===== config.mk =====
export PLATFORM = sky130hd
export DESIGN_NAME = calendar_to_epoch_seconds
export DESIGN_NICKNAME = d
export VERILOG_FILES = /design/src/rtl/core/c2e_pkg.sv /design/src/rtl/core/calendar_to_epoch_seconds.sv /design/src/rtl/core/c2e_ctrl.sv /design/src/rtl/core/c2e_dp.sv
export SDC_FILE = /design/constraint.sdc
export NUM_CORES = 1
export LEC_CHECK = 0
export ABC_AREA = 0
export BUFFER_PORTS_ARGS = -buffer_cell sky130_fd_sc_hd__buf_4
export CORE_ASPECT_RATIO = 1.2
export CORE_MARGIN = 5
export CORE_UTILIZATION = 55
export DETAILED_ROUTE_END_ITERATION = 7
export PLACE_DENSITY = 0.73
export SLEW_MARGIN = 20
export SYNTH_ARGS = -nofsm -noshare
export SYNTH_HDL_FRONTEND = slang
export SYNTH_SLANG_ARGS = --single-unit

===== constraint.sdc =====
create_clock -name clk -period 7.2 [get_ports clk]
set_clock_uncertainty 0.2 [all_clocks]
set_input_delay 0.72 -clock clk [delete_from_list [all_inputs] [get_ports clk]]
set_output_delay 0.72 -clock clk [all_outputs]
set_load 0.02 [all_outputs]

===== src/rtl/core/c2e_pkg.sv =====
// Shared types, constants and calendar functions for the calendar to epoch seconds converter.
package c2e_pkg;

  localparam int unsigned DAYS_W = 17;
  localparam int unsigned SECS_W = 32;

  localparam logic [DAYS_W-1:0] DAYS_PER_YEAR = DAYS_W'(365);
  localparam logic [SECS_W-1:0] SEC_PER_DAY   = SECS_W'(86400);
  localparam logic [SECS_W-1:0] SEC_PER_HOUR  = SECS_W'(3600);
  localparam logic [SECS_W-1:0] SEC_PER_MIN   = SECS_W'(60);
  localparam logic [3:0]        MONTHS        = 4'd12;
  localparam logic [3:0]        FEB_IDX       = 4'd1;
  localparam logic [4:0]        FEB_LEAP_DAYS = 5'd29;

  // year offsets of 2100 and 2200: divisible by 4 but not leap
  localparam logic [7:0] OFF_2100 = 8'd130;
  localparam logic [7:0] OFF_2200 = 8'd230;

  typedef enum logic [4:0] {
    ST_IDLE  = 5'b00001,
    ST_YEAR  = 5'b00010,
    ST_MONTH = 5'b00100,
    ST_MUL   = 5'b01000,
    ST_FIN   = 5'b10000
  } state_t;

  typedef struct packed {
    logic load;
    logic yr_step;
    logic mo_clr;
    logic mo_step;
    logic mul;
    logic fin;
  } cmd_t;

  typedef struct packed {
    logic yr_done;
    logic mo_done;
  } sts_t;

  // 1970 + off divisible by 4 <=> (off + 2) mod 4 == 0
  function automatic logic is_leap(input logic [7:0] off);
    logic [1:0] m4;
    m4 = off[1:0] + 2'd2;
    return (m4 == 2'd0) && (off != OFF_2100) && (off != OFF_2200);
  endfunction

  function automatic logic [4:0] month_days(input logic [3:0] k);
    logic [4:0] d;
    case (k)
      4'd0:    d = 5'd31;
      4'd1:    d = 5'd28;
      4'd2:    d = 5'd31;
      4'd3:    d = 5'd30;
      4'd4:    d = 5'd31;
      4'd5:    d = 5'd30;
      4'd6:    d = 5'd31;
      4'd7:    d = 5'd31;
      4'd8:    d = 5'd30;
      4'd9:    d = 5'd31;
      4'd10:   d = 5'd30;
      4'd11:   d = 5'd31;
      default: d = 5'd0;
    endcase
    return d;
  endfunction

endpackage


===== src/rtl/core/calendar_to_epoch_seconds.sv =====
// Top level: calendar date and time to seconds since 1970-01-01 00:00:00.
//
//   channel  handshake             payload
//   input    start & !busy         in_year_offset, in_month, in_day, in_hour,
//                                  in_minute, in_second
//   result   out_valid (1 cycle)   out_epoch_seconds
//
// A transaction runs the year loop (one year per cycle, then an exit step that
// clears the counter), the month loop (one month per cycle, then an exit step),
// then a scale step and a final sum step, and ends with out_valid.
// One transaction at a time; busy is high while it runs.
// Synchronous active-low reset returns the sequencer to idle and drops out_valid.
// The result strobe cannot be stalled.
module calendar_to_epoch_seconds import c2e_pkg::*; (
  input  logic              clk,
  input  logic              rst_n,
  input  logic              start,
  output logic              busy,
  input  logic [7:0]        in_year_offset,
  input  logic [3:0]        in_month,
  input  logic [4:0]        in_day,
  input  logic [4:0]        in_hour,
  input  logic [5:0]        in_minute,
  input  logic [5:0]        in_second,
  output logic              out_valid,
  output logic [SECS_W-1:0] out_epoch_seconds
);

  cmd_t cmd;
  sts_t sts;

  c2e_ctrl u_ctrl (
    .clk   (clk),
    .rst_n (rst_n),
    .start (start),
    .busy  (busy),
    .sts   (sts),
    .cmd   (cmd)
  );

  c2e_dp u_dp (
    .clk               (clk),
    .rst_n             (rst_n),
    .cmd               (cmd),
    .sts               (sts),
    .in_year_offset    (in_year_offset),
    .in_month          (in_month),
    .in_day            (in_day),
    .in_hour           (in_hour),
    .in_minute         (in_minute),
    .in_second         (in_second),
    .out_valid         (out_valid),
    .out_epoch_seconds (out_epoch_seconds)
  );

endmodule


===== src/rtl/core/c2e_ctrl.sv =====
// Sequencer for the converter: year loop, month loop, scale and final sum.
module c2e_ctrl import c2e_pkg::*; (
  input  logic clk,
  input  logic rst_n,
  input  logic start,
  output logic busy,
  input  sts_t sts,
  output cmd_t cmd
);

  state_t state_r, state_nxt;

  always_ff @(posedge clk) begin
    if (!rst_n) begin
      state_r <= ST_IDLE;
    end else begin
      state_r <= state_nxt;
    end
  end

  always_comb begin
    state_nxt = state_r;
    cmd       = '0;
    case (state_r)
      ST_IDLE: begin
        if (start) begin
          cmd.load  = 1'b1;
          state_nxt = ST_YEAR;
        end
      end
      ST_YEAR: begin
        if (sts.yr_done) begin
          cmd.mo_clr = 1'b1;
          state_nxt  = ST_MONTH;
        end else begin
          cmd.yr_step = 1'b1;
        end
      end
      ST_MONTH: begin
        if (sts.mo_done) begin
          state_nxt = ST_MUL;
        end else begin
          cmd.mo_step = 1'b1;
        end
      end
      ST_MUL: begin
        cmd.mul   = 1'b1;
        state_nxt = ST_FIN;
      end
      ST_FIN: begin
        cmd.fin   = 1'b1;
        state_nxt = ST_IDLE;
      end
      default: begin
        state_nxt = ST_IDLE;
      end
    endcase
  end

  assign busy = (state_r != ST_IDLE);

endmodule


===== src/rtl/core/c2e_dp.sv =====
// Datapath: operand registers, day accumulator, loop counter, scaling and result register.
module c2e_dp import c2e_pkg::*; (
  input  logic              clk,
  input  logic              rst_n,
  input  cmd_t              cmd,
  output sts_t              sts,
  input  logic [7:0]        in_year_offset,
  input  logic [3:0]        in_month,
  input  logic [4:0]        in_day,
  input  logic [4:0]        in_hour,
  input  logic [5:0]        in_minute,
  input  logic [5:0]        in_second,
  output logic              out_valid,
  output logic [SECS_W-1:0] out_epoch_seconds
);

  logic [7:0]        yoff_r;
  logic [3:0]        elapsed_r;
  logic [4:0]        day_r;
  logic [4:0]        hour_r;
  logic [5:0]        minute_r;
  logic [5:0]        second_r;
  logic [7:0]        cnt_r;
  logic [DAYS_W-1:0] days_r;
  logic [SECS_W-1:0] prod_r;
  logic [SECS_W-1:0] res_r;
  logic              valid_r;

  logic [3:0]        elapsed_nxt;
  logic [4:0]        mlen;
  logic [DAYS_W-1:0] days_tot;
  logic [SECS_W-1:0] sum_nxt;

  always_comb begin
    if (in_month == 4'd0) begin
      elapsed_nxt = 4'd0;
    end else if (in_month > MONTHS) begin
      elapsed_nxt = MONTHS;
    end else begin
      elapsed_nxt = in_month - 4'd1;
    end
  end

  always_comb begin
    if ((cnt_r[3:0] == FEB_IDX) && is_leap(yoff_r)) begin
      mlen = FEB_LEAP_DAYS;
    end else begin
      mlen = month_days(cnt_r[3:0]);
    end
  end

  assign days_tot = days_r + DAYS_W'(day_r);

  assign sum_nxt = prod_r
                 + SECS_W'(hour_r) * SEC_PER_HOUR
                 + SECS_W'(minute_r) * SEC_PER_MIN
                 + SECS_W'(second_r)
                 - SEC_PER_DAY;

  assign sts.yr_done = (cnt_r == yoff_r);
  assign sts.mo_done = (cnt_r[3:0] == elapsed_r);

  always_ff @(posedge clk) begin
    if (cmd.load) begin
      yoff_r    <= in_year_offset;
      elapsed_r <= elapsed_nxt;
      day_r     <= in_day;
      hour_r    <= in_hour;
      minute_r  <= in_minute;
      second_r  <= in_second;
      cnt_r     <= '0;
      days_r    <= '0;
    end else if (cmd.yr_step) begin
      days_r <= days_r + DAYS_PER_YEAR + DAYS_W'(is_leap(cnt_r));
      cnt_r  <= cnt_r + 8'd1;
    end else if (cmd.mo_clr) begin
      cnt_r <= '0;
    end else if (cmd.mo_step) begin
      days_r <= days_r + DAYS_W'(mlen);
      cnt_r  <= cnt_r + 8'd1;
    end
    if (cmd.mul) begin
      prod_r <= SECS_W'(days_tot) * SEC_PER_DAY;
    end
    if (cmd.fin) begin
      res_r <= sum_nxt;
    end
  end

  always_ff @(posedge clk) begin
    if (!rst_n) begin
      valid_r <= 1'b0;
    end else begin
      valid_r <= cmd.fin;
    end
  end

  assign out_valid         = valid_r;
  assign out_epoch_seconds = res_r;

endmodule

==> flow_summary.ini <==
[logic_synthesis]
synth.area.mux_share_pct = 0.190
yosys.cell_count.top_type = sky130_fd_sc_hd__inv_1
synth_top_area_share_pct = 24.4
synth_sequential_area_ratio_pct = 30.4
synth.yosys.warnings = 0
post_synthesis_instance_area_sq_um = 11200
netlist_top_cells_count = 200 x sky130_fd_sc_hd__inv_1, 191 x sky130_fd_sc_hd__ha_1, 91 x sky130_fd_sc_hd__edfxtp_1
synthCells = 1117
synth_xor_xnor_area_share_pct = 8.11
synth_cell_type_count = 73
synth-adder-area-share_pct = 30.9
avgSynthCellArea_sq_um = 10.0
synth.area.top_cells = sky130_fd_sc_hd__edfxtp_1 24%, sky130_fd_sc_hd__ha_1 21%, sky130_fd_sc_hd__fa_1 9.6%
synth-async-reset-ratio_pct = 0
yosys_most_used_dff = sky130_fd_sc_hd__edfxtp_1
synthSimpleGateAreaFrac_pct = 10.1
synth_compound_gate_area_share_pct = 12.8
main_combinational_cell_family_by_area_after_synthesis = adder cells
synth.largest_area_cell = sky130_fd_sc_hd__edfxtp_1
synth_enable_flop_cells = 91
ys_ff_latch = 125
synthesis.nets = 1399

[place]
port-buffer-count = 70
place.gp.congestion = 0.882
place_hpwl_mm = 16.0

[floorplanning]
design.portCount = 71
placement_rows = 57
initial_core_util_pct = 55.6
coreArea_sq_um = 20200
die_height_um = 166
dieWidth_um = 140
die-area_sq_um = 23400

[timing]
timing.final.setup_violations = 0
fin_tns_setup_ns = 0
max_freq_ghz = 0.153
period_needed_ns = 6.55
grt_setup_unrepaired = no
timing_worst_slew_pin_value_ns = 0.889
fin_crit_sh_pct = 91.0
slew-limit-headroom_pct = 40.6
timing_hold_violations_final = 0
final-max-slew-violation-count = 0

[routing]
vias_per_cell = 5.30
detail_route.iter0.violations = 274
detail_route.drc_violations = 0
post_drt_wl_per_cell_um = 13.5
dr_total_vias = 7802
detail_route.wirelength_mm = 19.9
drt_pre_antenna_iters = 5
route.antenna.remaining_nets = 0

[worst_setup_path]
worst-r2r-setup-slack_ns = 0.65
path_max_fanout = 7
worstPathArrival_ns = 6.52
worst-r2r-cell-count = 25
endpoint_kind_of_the_worst_setup_timing_path = flip-flop
timing.rr.end = u_dp.prod_r[31]
critical_path.startpoint_type = flip-flop
worstReg2RegStart = u_dp.days_r[1]
required_time_worst_endpoint_ns = 7.17
critical_path_class = reg2reg

[clock_network]
numClockSinks = 125
cts_tree = done
clkLatencyLatePin_ns = 0.43
ctsHtreeMaxLevel = 4
cts-root-buf = sky130_fd_sc_hd__clkbuf_16
cts.repair_timing.setup_buffer_count = 0
clock_tree_buffer_depth = 2
worst_setup_hold_path_clk_slew_ns = 0.06
cts-buffers-inserted = 17

[min_path]
whs_endpoint = u_dp.out_epoch_seconds[1]
worst_hold_path_type = reg2reg
min_delay_path_depth = 0
startpoint_of_the_tightest_hold_check_path = u_dp.second_r[1]

[power]
irDropWorstVdd_mv = 0.217
leakage_uw = 0.00611
power_per_cell_area_nw_per_um2 = 312
power.total_uw = 3930

[layout]
final_layout_size_suffix_gt1_share_pct = 10.6
syn_to_final_growth_pct = 12.2
nNetsFinal = 1477
diodes = 0

[grt]
grt_first_pass_wirelength_mm = 34.8
grtUsageTotal_pct = 17.6
grt_pass1_vias = 7845
global_route.overflow_total = 0
grt_max_degree = 51
initial_antenna_violation_count = 0

[flow_run]
max_cap_violations = 0

[outcome]
run_status = finished, final reports clean
[power by group]
| part | internal [uW] | total (uW) | switching (uW) |
|---|---|---|---|
| logic | 957 | 2160 | 1210 |
| registers | 920 | 947 | 26.8 |
| clock network | 469 | 814 | 345 |
[cells in the final DEF, fill, tap and decap left out, drive strengths merged, types with 3 or more instances in the layout]
cell / synthesis / routed
inv: 200 / 206
ha: 191 / 191
edfxtp: 91 / 91
xnor2: 76 / 76
buf: 7 / 73
nor2: 65 / 65
a21oi: 62 / 62
fa: 54 / 54
o21ai: 38 / 38
nand2: 34 / 34
dfxtp: 34 / 34
xor2: 27 / 27
a21o: 25 / 25
nor3: 22 / 22
nand3: 20 / 20
clkbuf: 7 / 20
o21a: 14 / 14
nor2b: 11 / 11
nand2b: 11 / 11
o21bai: 9 / 9
o211ai: 9 / 9
nand4: 9 / 9
nor3b: 9 / 9
or3: 8 / 8
a21boi: 8 / 8
and3: 7 / 7
a31oi: 7 / 7
and2: 5 / 5
o31ai: 5 / 5
a211oi: 5 / 5
clkinv: 1 / 5
a211o: 4 / 4
or2: 4 / 4
a2111oi: 4 / 4
o211a: 3 / 3
nand3b: 3 / 3
[how the worst max path moves through the flow]
stage | from | to | cells past startpoint
after global placement | u_dp.days_r[1] | u_dp.prod_r[31] | 27
final | u_dp.days_r[1] | u_dp.prod_r[31] | 25
after detailed placement | u_dp.days_r[1] | u_dp.prod_r[31] | 27
after global routing | u_dp.days_r[1] | u_dp.prod_r[31] | 27
after CTS | u_dp.days_r[1] | u_dp.prod_r[31] | 27
after floorplan | u_dp.days_r[1] | u_dp.prod_r[31] | 27
[logic make-up (layout without fill, tap and decap cells)]
family,Yosys count,count (layout)
AO/OA/AOI/OAI,213,213
XOR/XNOR,103,103
AND/OR/NAND/NOR,214,214
flip-flops,125,125
adder cells (fa/ha/maj),245,245
multiplexers,2,2
buffers and inverters,215,306
[critical path, cell delays in order (launching register included)]
cell,delay (ns)
sky130_fd_sc_hd__dfxtp_1,0.44
sky130_fd_sc_hd__inv_1,0.14
sky130_fd_sc_hd__fa_1,0.47
sky130_fd_sc_hd__nor2b_1,0.13
sky130_fd_sc_hd__o21ai_0,0.08
sky130_fd_sc_hd__nand2b_1,0.14
sky130_fd_sc_hd__a21o_1,0.18
sky130_fd_sc_hd__nand2_1,0.09
sky130_fd_sc_hd__xor2_1,0.39
sky130_fd_sc_hd__inv_1,0.18
sky130_fd_sc_hd__ha_1,0.33
sky130_fd_sc_hd__fa_1,0.50
sky130_fd_sc_hd__inv_1,0.05
sky130_fd_sc_hd__fa_1,0.49
sky130_fd_sc_hd__inv_1,0.04
sky130_fd_sc_hd__ha_1,0.28
sky130_fd_sc_hd__ha_1,0.31
sky130_fd_sc_hd__ha_1,0.38
sky130_fd_sc_hd__a21o_1,0.22
sky130_fd_sc_hd__a21o_1,0.17
sky130_fd_sc_hd__a21oi_1,0.26
sky130_fd_sc_hd__o211ai_1,0.16
sky130_fd_sc_hd__o21ai_2,0.22
sky130_fd_sc_hd__o2111ai_1,0.15
sky130_fd_sc_hd__a21oi_1,0.19
sky130_fd_sc_hd__xnor2_1,0.09
[through the flow]
| stage | hold slack, ns | worst slack (ns) | instances | utilization, % | instance area (sq um) |
|---|---|---|---|---|---|
| after global placement | 0.202 | 0.734 | 1441 | 59.6 | 12000 |
| final | 0.220 | 0.647 | 1473 | 62.4 | 12600 |
| after CTS | 0.220 | 0.470 | 1473 | 62.3 | 12600 |
| after floorplan | 0.200 | 1.16 | 1117 | - | 11200 |
| after global routing | 0.239 | 0.153 | 1473 | 62.4 | 12600 |
| after detailed placement | 0.206 | 0.544 | 1441 | 59.6 | 12000 |
[registers in the layout, indices dropped and copies added (netlist names), named ones only]
register / cells
u_dp.elapsed_r: 4
u_dp.minute_r: 6
u_dp.second_r: 6
u_ctrl.state_r: 5
u_dp.days_r: 17
u_dp.prod_r: 25
u_dp.day_r: 5
u_dp.cnt_r: 8
u_dp.out_epoch_seconds: 32
u_dp.out_valid: 1
u_dp.yoff_r: 8
u_dp.hour_r: 5
[metal layers]
metal  GRT usage, %  routed length (um)
met1           21.9                8740
met2           31.2               10200
met3           2.90                 603
met4           5.60                 413
met5              0                   0
[area by class of cell]
type                       count  area (sq um)
fill                        1649          7590
multi-input combinational    777          6980
sequential                   125          3410
inverter                     201           754
timing repair buffer          73           548
clock buffer                  20           458
tap                          265           332
clock inverter                12           104
[what timing repair did]
| action | 4_1_cts | 5_1_grt |
|---|---|---|
| hold buffers | 0 | 0 |
| gates resized for setup | 0 | 1 |
| setup endpoints to repair | 0 | 1 |
Note: power is estimated with default switching activity, not from simulation.
